==> config.mk <==
export PLATFORM = sky130hd
export DESIGN_NAME = two_cell_charge_protect_controller
export DESIGN_NICKNAME = d
export VERILOG_FILES = /design/src/rtl/cpc_pkg.sv /design/src/rtl/two_cell_charge_protect_controller.sv
export SDC_FILE = /design/constraint.sdc
export NUM_CORES = 1
export LEC_CHECK = 0
export BUFFER_PORTS_ARGS = -buffer_cell sky130_fd_sc_hd__buf_4
export CAP_MARGIN = 40
export CORE_MARGIN = 3
export CORE_UTILIZATION = 54
export CTS_CLUSTER_DIAMETER = 200
export DETAILED_ROUTE_END_ITERATION = 10
export GPL_ROUTABILITY_DRIVEN = 0
export PLACE_DENSITY = 0.77
export REMOVE_ABC_BUFFERS = 1
export SYNTH_ARGS = -nofsm -noshare
export SYNTH_HDL_FRONTEND = slang
export SYNTH_SLANG_ARGS = --single-unit
==> constraint.sdc <==
create_clock -name clk -period 3.8 [get_ports clk]
set_clock_uncertainty 0.2 [all_clocks]
set_input_delay 0.19 -clock clk [delete_from_list [all_inputs] [get_ports clk]]
set_output_delay 0.19 -clock clk [all_outputs]
set_load 0.02 [all_outputs]
==> src/rtl/cpc_pkg.sv <==
package cpc_pkg;

	localparam int unsigned DUTY_W   = 6;
	localparam logic [DUTY_W-1:0] DUTY_MAX = 6'd50;

	localparam int unsigned CFG_INDEX_W = 3;
	localparam int unsigned CFG_DATA_W  = 15;

	// Register map of the configuration port.
	localparam logic [CFG_INDEX_W-1:0] REG_MODE           = 3'd0;
	localparam logic [CFG_INDEX_W-1:0] REG_CELL_OV        = 3'd1;
	localparam logic [CFG_INDEX_W-1:0] REG_OVERCURRENT    = 3'd2;
	localparam logic [CFG_INDEX_W-1:0] REG_OVERTEMP       = 3'd3;
	localparam logic [CFG_INDEX_W-1:0] REG_SHUTDOWN_TEMP  = 3'd4;
	localparam logic [CFG_INDEX_W-1:0] REG_BALANCE_THRESH = 3'd5;
	localparam logic [CFG_INDEX_W-1:0] REG_SUPPLY_HIGH    = 3'd6;
	localparam logic [CFG_INDEX_W-1:0] REG_SUPPLY_LOW     = 3'd7;

	localparam logic [1:0] MODE_INFO    = 2'd0;
	localparam logic [1:0] MODE_CHARGE  = 2'd1;
	localparam logic [1:0] MODE_BALANCE = 2'd2;

	localparam logic [2:0] ST_NORMAL      = 3'd0;
	localparam logic [2:0] ST_OVERVOLTAGE = 3'd1;
	localparam logic [2:0] ST_OVERCURRENT = 3'd2;
	localparam logic [2:0] ST_OVERTEMP    = 3'd3;
	localparam logic [2:0] ST_SHUTDOWN    = 3'd4;

	localparam logic [1:0]         RST_MODE           = MODE_INFO;
	localparam logic [12:0]        RST_CELL_OV        = 13'd4400;
	localparam logic [14:0]        RST_OVERCURRENT    = 15'd2000;
	localparam logic signed [11:0] RST_OVERTEMP       = 12'sd400;
	localparam logic signed [11:0] RST_SHUTDOWN_TEMP  = 12'sd450;
	localparam logic [12:0]        RST_BALANCE_THRESH = 13'd3700;
	localparam logic [13:0]        RST_SUPPLY_HIGH    = 14'd8450;
	localparam logic [13:0]        RST_SUPPLY_LOW     = 14'd8350;

	typedef struct packed {
		logic [13:0]        pack_mv;
		logic [12:0]        cell2_mv;
		logic signed [15:0] current_ma;
		logic signed [11:0] temp_dc;
		logic [13:0]        supply_mv;
	} sample_t;

	typedef struct packed {
		logic              charge_switch;
		logic              balance_cell1;
		logic              balance_cell2;
		logic              relay_on;
		logic [DUTY_W-1:0] pwm_duty;
		logic [2:0]        status;
	} result_t;

endpackage

==> src/rtl/two_cell_charge_protect_controller.sv <==
// Two-cell charge protection controller. Each sample beat carries one averaged
// measurement set and yields exactly one result beat, through sample_s1 and then
// result_s2; a new sample is taken every cycle while the result side is not
// stalled, set by the single register stage on each side of the decision logic.
// A temperature at or above the shutdown level latches the relay off until
// reset, and from then on every result reports status 4 with the duty frozen.
// In charge mode the PWM duty is regulated once both cells reach the balance
// threshold, saturating between 0 and full duty (50). Configuration writes are
// always ready and must only be issued while no sample is in flight.
module two_cell_charge_protect_controller (
	input  logic                                clk,
	input  logic                                arst_n,
	input  logic                                sample_valid,
	output logic                                sample_stall,
	input  cpc_pkg::sample_t                    sample,
	output logic                                result_valid,
	input  logic                                result_stall,
	output cpc_pkg::result_t                    result,
	input  logic                                cfg_valid,
	output logic                                cfg_ready,
	input  logic [cpc_pkg::CFG_INDEX_W-1:0]     cfg_index,
	input  logic [cpc_pkg::CFG_DATA_W-1:0]      cfg_data
);

	// Configuration registers.
	logic [1:0]         mode_q;
	logic [12:0]        cell_ov_q;
	logic [14:0]        overcurrent_q;
	logic signed [11:0] overtemp_q;
	logic signed [11:0] shutdown_temp_q;
	logic [12:0]        balance_thresh_q;
	logic [13:0]        supply_high_q;
	logic [13:0]        supply_low_q;

	// Block state.
	logic [cpc_pkg::DUTY_W-1:0] duty_q;
	logic                       shutdown_q;

	// Pipeline.
	logic              valid_s1;
	cpc_pkg::sample_t  sample_s1;
	logic              valid_s2;
	cpc_pkg::result_t  result_s2;

	logic s2_load;
	logic s1_load;

	// Decision logic.
	logic signed [14:0]         cell1_mv;
	logic signed [14:0]         cell2_mv;
	logic signed [14:0]         bal_thresh;
	logic signed [14:0]         ov_thresh;
	logic                       trip;
	logic                       shutdown_next;
	logic                       both_high;
	logic [cpc_pkg::DUTY_W-1:0] duty_next;
	cpc_pkg::result_t           result_next;

	assign cfg_ready = 1'b1;

	assign s2_load      = !valid_s2 || !result_stall;
	assign s1_load      = !valid_s1 || s2_load;
	assign sample_stall = !s1_load;

	assign result_valid = valid_s2;
	assign result       = result_s2;

	always_ff @(posedge clk or negedge arst_n) begin
		if (!arst_n) begin
			mode_q           <= cpc_pkg::RST_MODE;
			cell_ov_q        <= cpc_pkg::RST_CELL_OV;
			overcurrent_q    <= cpc_pkg::RST_OVERCURRENT;
			overtemp_q       <= cpc_pkg::RST_OVERTEMP;
			shutdown_temp_q  <= cpc_pkg::RST_SHUTDOWN_TEMP;
			balance_thresh_q <= cpc_pkg::RST_BALANCE_THRESH;
			supply_high_q    <= cpc_pkg::RST_SUPPLY_HIGH;
			supply_low_q     <= cpc_pkg::RST_SUPPLY_LOW;
		end else if (cfg_valid && cfg_ready) begin
			case (cfg_index)
				cpc_pkg::REG_MODE:           mode_q           <= cfg_data[1:0];
				cpc_pkg::REG_CELL_OV:        cell_ov_q        <= cfg_data[12:0];
				cpc_pkg::REG_OVERCURRENT:    overcurrent_q    <= cfg_data[14:0];
				cpc_pkg::REG_OVERTEMP:       overtemp_q       <= cfg_data[11:0];
				cpc_pkg::REG_SHUTDOWN_TEMP:  shutdown_temp_q  <= cfg_data[11:0];
				cpc_pkg::REG_BALANCE_THRESH: balance_thresh_q <= cfg_data[12:0];
				cpc_pkg::REG_SUPPLY_HIGH:    supply_high_q    <= cfg_data[13:0];
				cpc_pkg::REG_SUPPLY_LOW:     supply_low_q     <= cfg_data[13:0];
				default: ;
			endcase
		end
	end

	always_comb begin
		cell1_mv   = $signed({1'b0, sample_s1.pack_mv}) - $signed({2'b00, sample_s1.cell2_mv});
		cell2_mv   = $signed({2'b00, sample_s1.cell2_mv});
		bal_thresh = $signed({2'b00, balance_thresh_q});
		ov_thresh  = $signed({2'b00, cell_ov_q});

		trip          = sample_s1.temp_dc >= shutdown_temp_q;
		shutdown_next = shutdown_q || trip;
		both_high     = (cell1_mv >= bal_thresh) && (cell2_mv >= bal_thresh);

		duty_next   = duty_q;
		result_next = '0;
		result_next.relay_on = !shutdown_next;

		if (shutdown_next) begin
			result_next.status = cpc_pkg::ST_SHUTDOWN;
		end else begin
			case (mode_q)
				cpc_pkg::MODE_CHARGE: begin
					// The step-down test wins when the supply band is crossed.
					if (both_high) begin
						if (sample_s1.supply_mv > supply_high_q) begin
							if (duty_q != '0)
								duty_next = duty_q - 1'b1;
						end else if (sample_s1.supply_mv < supply_low_q) begin
							if (duty_q < cpc_pkg::DUTY_MAX)
								duty_next = duty_q + 1'b1;
						end else begin
							duty_next = cpc_pkg::DUTY_MAX;
						end
					end
					if ((cell1_mv >= ov_thresh) || (cell2_mv >= ov_thresh))
						result_next.status = cpc_pkg::ST_OVERVOLTAGE;
					else if (sample_s1.current_ma > $signed({1'b0, overcurrent_q}))
						result_next.status = cpc_pkg::ST_OVERCURRENT;
					else if (sample_s1.temp_dc > overtemp_q)
						result_next.status = cpc_pkg::ST_OVERTEMP;
					else
						result_next.charge_switch = 1'b1;
				end
				cpc_pkg::MODE_BALANCE: begin
					result_next.balance_cell1 = cell1_mv >= bal_thresh;
					result_next.balance_cell2 = cell2_mv >= bal_thresh;
				end
				default: ;
			endcase
		end

		result_next.pwm_duty = duty_next;
	end

	always_ff @(posedge clk or negedge arst_n) begin
		if (!arst_n) begin
			valid_s1   <= 1'b0;
			valid_s2   <= 1'b0;
			duty_q     <= cpc_pkg::DUTY_MAX;
			shutdown_q <= 1'b0;
		end else begin
			if (s1_load)
				valid_s1 <= sample_valid;
			if (s2_load) begin
				valid_s2 <= valid_s1;
				// State only moves when a sample leaves the input register.
				if (valid_s1) begin
					duty_q     <= duty_next;
					shutdown_q <= shutdown_next;
				end
			end
		end
	end

	always_ff @(posedge clk) begin
		if (s1_load && sample_valid)
			sample_s1 <= sample;
		if (s2_load && valid_s1)
			result_s2 <= result_next;
	end

	a_shutdown_sticks: assert property (@(posedge clk) disable iff (!arst_n)
		shutdown_q |=> shutdown_q)
		else $error("shutdown latch cleared without reset");

	a_duty_in_range: assert property (@(posedge clk) disable iff (!arst_n)
		duty_q <= cpc_pkg::DUTY_MAX)
		else $error("duty above full scale");

	a_relay_off_status: assert property (@(posedge clk) disable iff (!arst_n)
		(result_valid && !result.relay_on) |->
			(result.status == cpc_pkg::ST_SHUTDOWN && !result.charge_switch))
		else $error("relay off without shutdown status");

	a_switch_no_fault: assert property (@(posedge clk) disable iff (!arst_n)
		(result_valid && result.charge_switch) |->
			(result.status == cpc_pkg::ST_NORMAL && result.relay_on))
		else $error("charge switch closed during a fault");

endmodule
# Word level (Yosys, flattened, before mapping)
# Cells that the tools add are included.
[totals] ff_bits=186 in_bits=92 out_inout_bits=16
[op_classes] n_addsub=3 n_lt_le_gt_ge=10 n_eq_ne=9 n_mux=11 bitwise=2 n_reduce_logical=27
[op_table] operator="6-bit 2-to-1 mux" n=7
[op_table] operator="15-bit by 14-bit >= comparator with 1-bit output" n=2
[op_table] operator="13-bit >= comparator" n=2
[op_table] operator="2-bit AND reduction" n=9
[op_table] operator="16-bit > comparator" n=1
[op_table] operator="14-bit by 13-bit subtractor with 15-bit output" n=1
[op_table] operator="14-bit > comparator" n=1
[op_table] operator="14-bit less-than comparator" n=1
[op_table] operator="3-bit equality test, second input constant" n=4
[op_table] operator="12-bit >= comparator" n=1
[op_table] operator="12-bit > comparator" n=1
[op_table] operator="6-bit by 1-bit adder with 6-bit output, second input constant" n=1
[op_table] operator="3-bit by 2-bit equality test with 1-bit output, second input constant" n=2
[op_table] operator="6-bit less-than comparator, second input constant" n=1
[op_table] operator="2-bit 2-to-1 mux" n=3
[op_table] operator="6-bit nonzero test" n=1
[op_table] operator="6-bit by 1-bit subtractor with 6-bit output, second input constant" n=1
[op_table] operator="1-bit logical NOT" n=5
[op_table] operator="1-bit logical OR" n=4
[op_table] operator="2-bit OR reduction" n=2
[op_table] operator="4-bit OR reduction" n=1
[op_table] operator="3-bit by 1-bit equality test with 1-bit output, second input constant" n=1
[op_table] operator="1-bit logical AND" n=3
[op_table] operator="3-bit logical NOT" n=1
[op_table] operator="5 further kinds" n=6

# Longest topological paths before layout
# Gate-level depths: netlist (run 1).
[logic_depth] word_depth=7 mapped_depth=18 mapped_depth_nobuf=18

# Worst setup path before layout (run 1)
# Ideal clock, no wire load.
[synth_path] kind="register to register" from="reg sample_s1[55] (netlist bit)" to="reg result_s2 (netlist bit result[7]), data pin" setup_time_ps=260 arrival_time_ps=3609 slack_ps=-269 stages_incl_launch_ff=18 path_buffers=0 period_less_slack_ps=4069 path_cell_list="edfxtp_1 > inv_1 > ha_1 > inv_1 > fa_1 > a211oi_2 > nor3_1 > a2111oi_4 > o21ai_2 > a21o_1 > a21oi_1 > xnor2_1 > ha_1 > o2111ai_1 > and3b_1 > a21o_1 > nor2_1 > mux2_2"
[synth_via] elab_chain_cells=6
[synth_rtl] element="from (decl)" line="two_cell_charge_protect_controller.sv:41" rtl="cpc_pkg::sample_t sample_s1;"
[synth_rtl] element="from (signal assigned)" line="two_cell_charge_protect_controller.sv:166" rtl="sample_s1 <= sample;"
[synth_rtl] element="14-bit by 13-bit subtractor with 15-bit output" line="two_cell_charge_protect_controller.sv:94" rtl="cell1_mv = $signed({1'b0, sample_s1.pack_mv}) - $signed({2'b00, sample_s1.cell2_mv});"
[synth_rtl] element="15-bit by 14-bit >= comparator with 1-bit output" line="two_cell_charge_protect_controller.sv:101" rtl="both_high = (cell1_mv >= bal_thresh) && (cell2_mv >= bal_thresh);"
[synth_rtl] element="1-bit logical AND" line="two_cell_charge_protect_controller.sv:101"
[synth_rtl] element="6-bit 2-to-1 mux" line="two_cell_charge_protect_controller.sv:113" rtl="if (both_high) begin"
[synth_rtl] element="6-bit 2-to-1 mux" line="two_cell_charge_protect_controller.sv:110" rtl="case (mode_q)"
[synth_rtl] element="6-bit 2-to-1 mux" line="two_cell_charge_protect_controller.sv:107" rtl="if (shutdown_next) begin"
[synth_rtl] element="via duty_next (one bit)" line="two_cell_charge_protect_controller.sv:56" rtl="logic [cpc_pkg::DUTY_W-1:0] duty_next;"
[synth_rtl] element="to (signal assigned)" line="two_cell_charge_protect_controller.sv:168" rtl="result_s2 <= result_next;"
[synth_rtl] element="to (decl)" line="two_cell_charge_protect_controller.sv:43" rtl="cpc_pkg::result_t result_s2;"
# The timed path passes the listed nets, and every way through them passes these cells.
# A chain may end at the register's enable or synchronous reset.

# Worst setup path after layout (run 1)
[layout_path] from="reg sample_s1[55] (netlist bit)" to="reg result_s2 (netlist bit result[0]), data pin"
[layout_via] elab_chain_cells=4
[layout_rtl] element="14-bit by 13-bit subtractor with 15-bit output" line="two_cell_charge_protect_controller.sv:94"
[layout_rtl] element="15-bit by 14-bit >= comparator with 1-bit output" line="two_cell_charge_protect_controller.sv:124" rtl="if ((cell1_mv >= ov_thresh) || (cell2_mv >= ov_thresh))"
[layout_rtl] element="1-bit logical OR" line="two_cell_charge_protect_controller.sv:124"
[layout_rtl] element="2-bit 2-to-1 mux" line="two_cell_charge_protect_controller.sv:124"
# No other way between the ends.

==> results_dict.tcl, run 1 <==
set metrics [dict create \
    outcome "finished with violations" \
    violations "setup timing" \
    dp_hpwl_mm 17.5 \
    crit_family "compound AO/OA/AOI/OAI gates" \
    clkLatencyLatePin_ns 0.43 \
    whs_ns 0.0818 \
    ys.flop_type "edfxtp_1" \
    relSlewSlack_pct 37.6 \
    avgSynthCellArea_um2 11.2 \
    grt_pass1_wl_mm 42.4 \
    ys_seq_area_share_pct 48.9 \
    routed_wl_mm 26.3 \
    post_drt_wl_per_cell_um 17.9 \
    power_density_nw_per_um2 469 \
    rows 50 \
    core-area_um2 18900 \
    htreeDepth 4 \
    max_slew.worst_pin.slew_ns 0.933 \
    final_core_util_pct 73.0 \
    clkTransAtPathRegs_ns 0.08 \
    firstDrtPassIters 5 \
    yosys.area.top_type_share_pct 23.5 \
    cp_slowest_cell "edfxtp_1" \
    drc 0 \
    rsz0062_at_grt "true" \
    path_depth 17 \
    die_h_um 145 \
    cts_made_buffers 17 \
    final_antenna_net_count 0 \
    diodes 0 \
    vias 8183 \
    io_pins 108 \
    yosys.cell_types.count 69 \
    yosys_register_bits 186 \
    worst_slack_ns -0.373 \
    synth_area_leaders "edfxtp_1 (24%), dfrtp_1 (16%), ha_1 (16%)" \
    p_sw_uw 2040 \
    cts_buffer_depth 2 \
    power_frac_comb_pct 31.0 \
    final_common_cell "buf_4" \
    ir_drop_mv 0.401 \
    ys_warn_count 0 \
    design_area_um2 13800 \
    end_kind "flop" \
    period_share_pct 110 \
    layout-drive-gt1-share_pct 28.5 \
    syn_area_um2 10500 \
    cts_tree "done" \
    hp-class "input port to async pin" \
    final_cell_mix "buf_4 (170), ha_1 (131), inv_1 (112)" \
    dieWidth_um 145 \
    antenna_found_initial 0 \
    total_leakage_power_uw 0.00617 \
    final_nets 1423 \
    synth_top_cell_by_area "edfxtp_1" \
    crit_type "flop to flop" \
    p_seq_share_pct 40.6 \
    rr_worst_depth 17 \
    final_hold_viol_count 0 \
    critPathArrivalTime_ns 4.17 \
    io_buffer_count 106 \
    p_clk_share_pct 28.4 \
    cts_num_sinks 186 \
    ys_async_sr_fraction_pct 55.9 \
    path_cells "inv_1 > ha_2 > inv_2 > fa_2 > a211oi_2 > nor3_1 > a2111oi_4 > o21ai_2 > xor2_2 > ha_1 > a211o_1 > a211oi_2 > o21ai_1 > nand4_1 > a31oi_1 > a211o_1 > o21a_1" \
    grt_pass1_vias 8443 \
    syn_to_final_growth_pct 31.9 \
    cpPeakStageDelay_ns 0.37 \
    placed_area_um2 12000 \
    setup_viol 16 \
    gr-total-overflow 0 \
    final.min_clock_period_ns 4.17 \
    grt_max_degree 70 \
    clock.fmax_ghz 0.240 \
    wl_met3_mm 1.38 \
    cap_viol_max_count 0 \
    crit_required_ns 3.79 \
    start_util_pct 55.4 \
    synth_edf_count 82 \
    dr.max_layer_used "met4" \
    netlist_instances 931 \
    wl_met2_mm 13.2 \
    met1_length_mm 10.9 \
    drtIter0Drc 479 \
    cts_root_buf "clkbuf_16" \
    viasPerCell 5.57 \
    internal_power_uw 4430 \
    grt_usage_pct 25.2 \
    worst_setup_path_start_kind "flop" \
    swShare_pct 31.5 \
    critPathBufInv 2 \
    slew_viol_final 0 \
    dieArea_um2 21100 \
    worstPathMaxFanout 3 \
    tns_ns -4.17 \
]
==> metrics by stage <==
stage          setup WS (ns)  instances  power, µW
3_5_place_dp          -0.556       1332       4410
5_1_grt               -0.525       1469       6840
6_report              -0.373       1469       6480
2_1_floorplan         -0.269        910       3780
3_3_place_gp          -0.450       1329       4330
4_1_cts               -0.258       1467       6400
==> path summary, 6_finish.rpt <==
kind / start / slack, ns / endpoint
min in group clk: cfg_valid / 0.13 / supply_low_q[12]
hold / removal: arst_n / 0.08 / overcurrent_q[8]
setup / recovery: sample_s1[55] / -0.37 / result[0]
setup reg to reg: sample_s1[55] / -0.37 / result[0]
hold reg to reg: valid_s1 / 0.29 / result_valid
max in group asynchronous: arst_n / 2.60 / supply_low_q[4]
==> cells in the mapped netlist (2+ instances only) <==
| master | count |
|---|---|
| o21ai_0 | 61 |
| nand2b_1 | 11 |
| nor3b_1 | 5 |
| a41oi_1 | 2 |
| a21o_1 | 14 |
| or4_1 | 2 |
| inv_1 | 114 |
| and3_1 | 6 |
| nor4_1 | 4 |
| a21boi_0 | 2 |
| nor3_1 | 10 |
| nor2_1 | 22 |
| o31ai_1 | 2 |
| nor2b_1 | 14 |
| a21oi_1 | 45 |
| a211oi_1 | 6 |
| o41a_1 | 2 |
| mux2_2 | 62 |
| edfxtp_1 | 82 |
| and2_1 | 7 |
| buf_1 | 2 |
| xnor2_1 | 6 |
| and4_1 | 2 |
| dfrtp_1 | 68 |
| nand2_1 | 72 |
| dfstp_2 | 36 |
| nand3_1 | 19 |
| nand3b_1 | 2 |
| nand4_1 | 16 |
| clkbuf_1 | 18 |
| a211o_1 | 6 |
| xor2_1 | 3 |
| o2111ai_1 | 4 |
| a41o_1 | 3 |
| o21bai_1 | 3 |
| ha_1 | 134 |
| o211ai_1 | 7 |
| a31oi_1 | 11 |
| o41ai_1 | 2 |
| o21a_1 | 11 |
| a2111oi_4 | 2 |
| nand4b_1 | 4 |
==> power by group through the flow <==
stage,combinational (µW),clock (µW),sequential (µW)
floorplan,1150,0,2630
global placement,1680,0,2640
detailed placement,1750,0,2660
CTS,1920,1860,2620
global route,2230,1950,2660
finish,2010,1840,2630
==> kinds of logic after synthesis <==
kind of cell | after synthesis | synth area share [%]
xor+xnor | 9 | 0.754
simple gates | 200 | 9.72
buf+inv | 135 | 4.88
fa+ha+maj | 135 | 16.2
mux | 63 | 6.77
flops | 186 | 48.9
other cells | 1 | 0.0359
compound gates | 202 | 12.8
==> flip-flops by register name, indices dropped and copies added (netlist names) <==
name,cells
mode_q,2
shutdown_temp_q,12
balance_thresh_q,13
sample_s1,56
result,13
supply_high_q,14
overtemp_q,12
supply_low_q,14
valid_s1,1
shutdown_q,1
cell2_mv,13
duty_q,6
cell_ov_q,13
result_valid,1
overcurrent_q,15
==> routing by layer <==
layer | global-route usage, % | vias to the layer above
met5 | 0 | -
met4 | 9.21 | 0
met3 | 4.84 | 58
met2 | 44.1 | 283
met1 | 31.2 | 3927
li1 | - | 3915
==> layout make-up <==
| class | instances | area (µm²) |
|---|---|---|
| clock buffers | 18 | 439 |
| well taps | 260 | 325 |
| clock inverters | 14 | 183 |
| flip-flops and latches | 186 | 5110 |
| multi-input cells | 610 | 5040 |
| inverters | 114 | 428 |
| repair buffers | 267 | 2270 |
| fillers | 1273 | 5090 |
==> timing repair <==
| action | in CTS | in global routing |
|---|---|---|
| hold buffers | 92 | 0 |
| endpoints found under the hold margin | 252 | 0 |
| setup endpoints to repair | 16 | 16 |
| buffers inserted | 11 | 2 |
| pin swaps | 21 | 20 |
| resized for setup | 28 | 12 |
Note: power is estimated with default switching activity, not from simulation.
==> run 2, diff against run 1 <==
--- a/config.mk
+++ b/config.mk
@@ -5,15 +5,16 @@
 export SDC_FILE = /design/constraint.sdc
 export NUM_CORES = 1
 export LEC_CHECK = 0
+export ABC_CLOCK_PERIOD_IN_PS = 3800
 export BUFFER_PORTS_ARGS = -buffer_cell sky130_fd_sc_hd__buf_4
 export CAP_MARGIN = 40
 export CORE_MARGIN = 3
 export CORE_UTILIZATION = 54
 export CTS_CLUSTER_DIAMETER = 200
 export DETAILED_ROUTE_END_ITERATION = 10
-export GPL_ROUTABILITY_DRIVEN = 0
 export PLACE_DENSITY = 0.77
 export REMOVE_ABC_BUFFERS = 1
+export SKIP_CTS_REPAIR_TIMING = 1
 export SYNTH_ARGS = -nofsm -noshare
 export SYNTH_HDL_FRONTEND = slang
 export SYNTH_SLANG_ARGS = --single-unit
==> run 2 against run 1 <==
  * The flow still finishes with violations (setup timing)
  * Design area shrank 0.64%
  * Critical path depth grew 1
  * Clock-buffer cell count grew 1
  * Register-to-register slack lost 0.06 ns
  * Wire length shrank 1.5%
  * Maximum frequency shrank 1.3%
  * Non-clock buffer count shrank 6
  * Critical path type unchanged
  * Largest cell class unchanged
==> results_dict.tcl, run 2 (same netlist as run 1, synthesis figures left out) <==
set metrics [dict create \
    firstDrtPassIters 6 \
    cts_buffer_depth 2 \
    post_drt_wl_per_cell_um 17.7 \
    whs_path_depth 4 \
    start_util_pct 55.4 \
    dieWidth_um 145 \
    end_kind "flop" \
    reg2reg_slack_ns -0.43 \
    hp-class "input port to flop" \
    worstPathMaxFanout 3 \
    cap_viol_max_count 0 \
    routed_wl_mm 25.9 \
    power_density_nw_per_um2 462 \
    r2r_end "result[8]" \
    grt_max_degree 70 \
    min_from "cfg_index[1]" \
    total_leakage_power_uw 0.00614 \
    final_cell_mix "buf_4 (168), ha_1 (132), inv_1 (112)" \
    crit_type "flop to flop" \
    crit_required_ns 3.79 \
    rsz0062_at_grt "true" \
    slew_viol_final 0 \
    antenna_found_initial 0 \
    design_area_um2 13700 \
    placed_area_um2 12000 \
    grt_pass1_wl_mm 38.3 \
    diodes 0 \
    drtIter0Drc 430 \
    cts_root_buf "clkbuf_16" \
    drc 0 \
    largest_reg_flops 56 \
    setup_viol 16 \
    cts_made_buffers 17 \
    violations "setup timing" \
    final_core_util_pct 72.6 \
    io_pins 108 \
    grt_usage_pct 22.8 \
    max_slew.worst_pin.slew_ns 0.898 \
    final_antenna_net_count 0 \
    worst_slack_ns -0.428 \
    worst_setup_path_start_kind "flop" \
    top_regs "sample_s1 x56, overcurrent_q x15" \
    dp_hpwl_mm 17.8 \
    final_common_cell "buf_4" \
    final_nets 1417 \
    layout-drive-gt1-share_pct 28.6 \
    clkLatencyLatePin_ns 0.44 \
    p_total_uw 6330 \
    core-area_um2 18900 \
    die_h_um 145 \
    final_hold_viol_count 0 \
    rr_worst_depth 18 \
    hold_path_end "cell_ov_q[8]" \
    final.min_clock_period_ns 4.23 \
    viasPerCell 5.44 \
    relSlewSlack_pct 39.9 \
    syn_to_final_growth_pct 31.1 \
    rows 50 \
    vias 7964 \
    grt_pass1_vias 7710 \
    gr-total-overflow 0 \
    io_buffer_count 106 \
    gp_congestion 0.871 \
    cts_tree "done" \
    reg2reg_from "cell2_mv[1]" \
    period_share_pct 111 \
    clkTransAtPathRegs_ns 0.07 \
    clock.fmax_ghz 0.237 \
    cts_num_sinks 186 \
    critPathArrivalTime_ns 4.22 \
    outcome "finished with violations" \
    dieArea_um2 21100 \
    largest-register "sample_s1" \
    ir_drop_mv 0.344 \
    htreeDepth 4 \
]
run 2: worst max-delay path by stage:
| stage | startpoint | end | slack, ns |
|---|---|---|---|
| 6_report | cell2_mv[1] | result[8] | -0.43 |
| 5_1_grt | cell2_mv[1] | result[7] | -0.58 |
| 4_1_cts | sample_s1[56] | result[8] | -0.58 |
| 3_5_place_dp | sample_s1[55] | result[8] | -0.53 |
| 3_3_place_gp | sample_s1[55] | result[7] | -0.45 |
| 2_1_floorplan | sample_s1[55] | result[7] | -0.27 |
run 2: critical path, cell delays in order, from the launching register on:
cell	delay, ns
edfxtp_1	0.42
inv_2	0.10
ha_4	0.19
nor2b_4	0.12
o31a_1	0.33
o41ai_2	0.31
buf_4	0.18
o21ai_2	0.07
a21o_1	0.19
a21oi_2	0.18
xnor2_2	0.11
ha_1	0.33
nand2_2	0.07
nor2_2	0.13
o2111ai_2	0.13
and3b_2	0.24
a21o_1	0.20
nor2_4	0.17
mux2_4	0.31
run 2: where the power goes:
group	internal (µW)	leakage [µW]	switching (µW)	total, µW
Sequential	2470	0.00198	165	2630
Combinational	942	0.00388	1030	1970
Clock	904	0.000290	827	1730
Total	4310	0.00614	2020	6330
run 2: routing by layer:
layer,GRT usage (%),wire (µm),vias up,share of wire [%]
li1,-,-,3891,-
met1,29.2,11000,3840,43
met2,39.7,13300,197,51
met3,4.40,1090,36,4.2
met4,6.51,442,0,1.7
met5,0,0,-,0
run 2: layout make-up:
| type | count | area [µm²] |
|---|---|---|
| tap | 260 | 325 |
| clock inverter | 13 | 129 |
| clock buffer | 19 | 453 |
| fill | 1307 | 5180 |
| inverter | 114 | 428 |
| multi-input combinational | 610 | 5040 |
| timing repair buffer | 261 | 2220 |
| sequential | 186 | 5110 |
run 2: per-stage QoR:
| step | hold slack (ns) | worst slack, ns | std cells | setup TNS, ns |
|---|---|---|---|---|
| floorplan | -0.306 | -0.269 | 910 | -1.15 |
| global placement | 0.152 | -0.447 | 1332 | -3.13 |
| detailed placement | 0.0223 | -0.526 | 1334 | -4.75 |
| CTS | -0.446 | -0.580 | 1366 | -5.37 |
| global route | 0.0185 | -0.576 | 1463 | -6.84 |
| finish | 0.00152 | -0.428 | 1463 | -4.05 |
==> run 3, diff against run 2 <==
--- a/config.mk
+++ b/config.mk
@@ -5,6 +5,7 @@
 export SDC_FILE = /design/constraint.sdc
 export NUM_CORES = 1
 export LEC_CHECK = 0
+export ABC_AREA = 1
 export ABC_CLOCK_PERIOD_IN_PS = 3800
 export BUFFER_PORTS_ARGS = -buffer_cell sky130_fd_sc_hd__buf_4
 export CAP_MARGIN = 40
@@ -15,6 +16,7 @@
 export PLACE_DENSITY = 0.77
 export REMOVE_ABC_BUFFERS = 1
 export SKIP_CTS_REPAIR_TIMING = 1
+export SLEW_MARGIN = 0
 export SYNTH_ARGS = -nofsm -noshare
 export SYNTH_HDL_FRONTEND = slang
 export SYNTH_SLANG_ARGS = --single-unit
==> run 3 against run 2 <==
  * The run now ends clean
  * Sequential power fell by 2%
  * Clock power barely moved
  * Via count rose by 5.8%
  * Critical endpoint is now result[3]
  * Utilization fell by 3.1 points
  * Critical path depth rose by 2
  * Combinational power fell by 16%
==> results_dict.tcl, run 3 <==
set metrics [dict create \
    outcome "finished clean" \
    setup_viol 0 \
    gr-total-overflow 0 \
    period_share_pct 97.8 \
    ys_warn_count 0 \
    clkLatencyLatePin_ns 0.44 \
    worstPathMaxFanout 6 \
    layout-drive-gt1-share_pct 16.3 \
    avgSynthCellArea_um2 9.38 \
    dp_hpwl_mm 17.2 \
    synthSimpleGateAreaFrac_pct 15.5 \
    vias 8425 \
    synth_top_family_by_area "adder cells" \
    dieWidth_um 145 \
    slew_viol_final 0 \
    ir_drop_mv 0.295 \
    core-area_um2 18900 \
    grt_max_degree 70 \
    cts_tree "done" \
    antenna_found_initial 0 \
    synth_xor_area_share_pct 1.75 \
    swShare_pct 33.1 \
    whs_ns 0.0321 \
    final_hold_viol_count 0 \
    netlist_top_cells_count "nand2_1 (250), inv_1 (176), ha_1 (134)" \
    yosys.cell_types.count 51 \
    synth_area_leaders "edfxtp_1 (24%), dfrtp_1 (16%), ha_1 (16%)" \
    largest_reg_flops 56 \
    diodes 0 \
    whs_path_depth 4 \
    crit_required_ns 3.79 \
    ys_async_sr_fraction_pct 55.9 \
    drc 0 \
    synth.most_common_cell "nand2_1" \
    io_buffer_count 106 \
    cts_made_buffers 17 \
    grt_pass1_wl_mm 39.0 \
    critPathArrivalTime_ns 3.71 \
    p_seq_share_pct 43.0 \
    p_total_uw 5990 \
    drtIter0Drc 505 \
    relSlewSlack_pct 39.9 \
    hp-class "input port to flop" \
    cts_root_buf "clkbuf_16" \
    cap_viol_max_count 0 \
    post_drt_wl_per_cell_um 15.7 \
    grt_pass1_vias 7939 \
    ys_seq_area_share_pct 48.8 \
    gp_congestion 0.911 \
    internal_power_uw 4010 \
    cts_buffer_depth 2 \
    dieArea_um2 21100 \
    synth_compound_area_share_pct 10.6 \
    final_common_cell "nand2_1" \
    rows 50 \
    syn_area_um2 10500 \
    synth_fa_ha_area_share_pct 16.2 \
    worst_slack_ns 0.0847 \
    rr_worst_depth 20 \
    synth_top_cell_by_area "edfxtp_1" \
    end_kind "flop" \
    firstDrtPassIters 5 \
    io_pins 108 \
    ys.flop_type "edfxtp_1" \
    p_clk_share_pct 29.3 \
    viasPerCell 5.28 \
    p_sw_uw 1980 \
    clock.fmax_ghz 0.269 \
    total_leakage_power_uw 0.00626 \
    htreeDepth 4 \
    final_nets 1549 \
    routed_wl_mm 25.1 \
    synth_edf_count 82 \
    crit_type "flop to flop" \
    die_h_um 145 \
    top_regs "sample_s1 x56, overcurrent_q x15" \
    max_slew.worst_pin.slew_ns 0.902 \
    power_frac_comb_pct 27.8 \
    syn_to_final_growth_pct 25.5 \
    worst_setup_path_start_kind "flop" \
    final_antenna_net_count 0 \
    cts_num_sinks 186 \
    clkTransAtPathRegs_ns 0.08 \
    final.min_clock_period_ns 3.72 \
    grt_usage_pct 22.7 \
    power_density_nw_per_um2 456 \
    netlist_instances 1116 \
    start_util_pct 55.4 \
    dp_cells 1469 \
    pre_cts_slack_ns 0.0727 \
    largest-register "sample_s1" \
    yosys_register_bits 186 \
    final_cell_mix "nand2_1 (246), inv_1 (174), ha_1 (132)" \
    layoutNonFillerInstCount 1595 \
    tns_ns 0 \
    synthMuxAreaShare_pct 0 \
    yosys.area.top_type_share_pct 23.5 \
]
run 3: cell types whose count changed after synthesis, sizes merged, moves of 14 or more:
| cell | before | now |
|---|---|---|
| o21ai | 63 | 119 |
| nor2b | 14 | 0 |
| a21oi | 46 | 71 |
| mux2 | 62 | 0 |
| nand2 | 72 | 253 |
| xor2 | 3 | 18 |
| inv | 114 | 178 |
run 3: critical path, stage by stage (launching register included):
cell and delay, ns:
edfxtp_1 0.37, inv_1 0.07, ha_2 0.16, inv_2 0.04, fa_2 0.36, nand2_2 0.09, a21oi_2 0.07, nand3_1 0.09
nand2_2 0.08, a21boi_4 0.21, o21ai_4 0.10, xor2_2 0.17, ha_1 0.33, a21oi_2 0.14, o21ai_1 0.08, a21o_1 0.19
a21oi_2 0.21, nand3_4 0.13, nand3_4 0.15, nand2_1 0.09, and2_1 0.15
run 3: per-layer routing:
metal	vias up	GRT usage, %	wire length, µm	share of wire, %
met1	4013	31.9	11300	45
met2	239	36.2	12100	48
li1	4139	-	-	-
met4	0	6.74	514	2.0
met3	34	4.40	1180	4.7
met5	-	0	0	0
run 3: area by class of cell:
class | instances | area [µm²]
Clock buffer | 18 | 429
Clock inverter | 14 | 155
Fill cell | 1452 | 5760
Inverter | 178 | 668
Multi-Input combinational cell | 735 | 4670
Sequential cell | 186 | 5110
Tap cell | 260 | 325
Timing Repair Buffer | 204 | 1770
run 3: power by group through the flow:
stage | Clock, µW | Sequential [µW] | Combinational (µW)
floorplan | 0 | 2580 | 1060
global placement | 0 | 2600 | 1460
detailed placement | 0 | 2610 | 1510
CTS | 1780 | 2570 | 1530
global route | 1870 | 2600 | 1920
finish | 1750 | 2570 | 1660
run 3: cells by family after synthesis:
logic type / after synthesis
xor+xnor: 20
flops: 186
fa+ha+maj: 135
compound gates: 208
buf+inv: 195
other cells: 1
simple gates: 371
run 3: path summary, 6_finish.rpt:
| check | start | to | slack [ns] |
|---|---|---|---|
| min reg2reg | valid_s1 | result_valid | 0.28 |
| min | cfg_index[2] | mode_q[1] | 0.03 |
| max in group asynchronous | arst_n | shutdown_temp_q[1] | 2.46 |
| min in group asynchronous | arst_n | valid_s1 | 0.14 |
| max | sample_s1[55] | result[3] | 0.08 |
| max reg2reg | sample_s1[55] | result[3] | 0.08 |
run 3: stage by stage:
stage,instance area [µm²],util [%]
2_1_floorplan,10400,-
3_3_place_gp,11600,61.2
5_1_grt,13100,69.5
6_report,13100,69.5
3_5_place_dp,11600,61.2
4_1_cts,12100,64.3
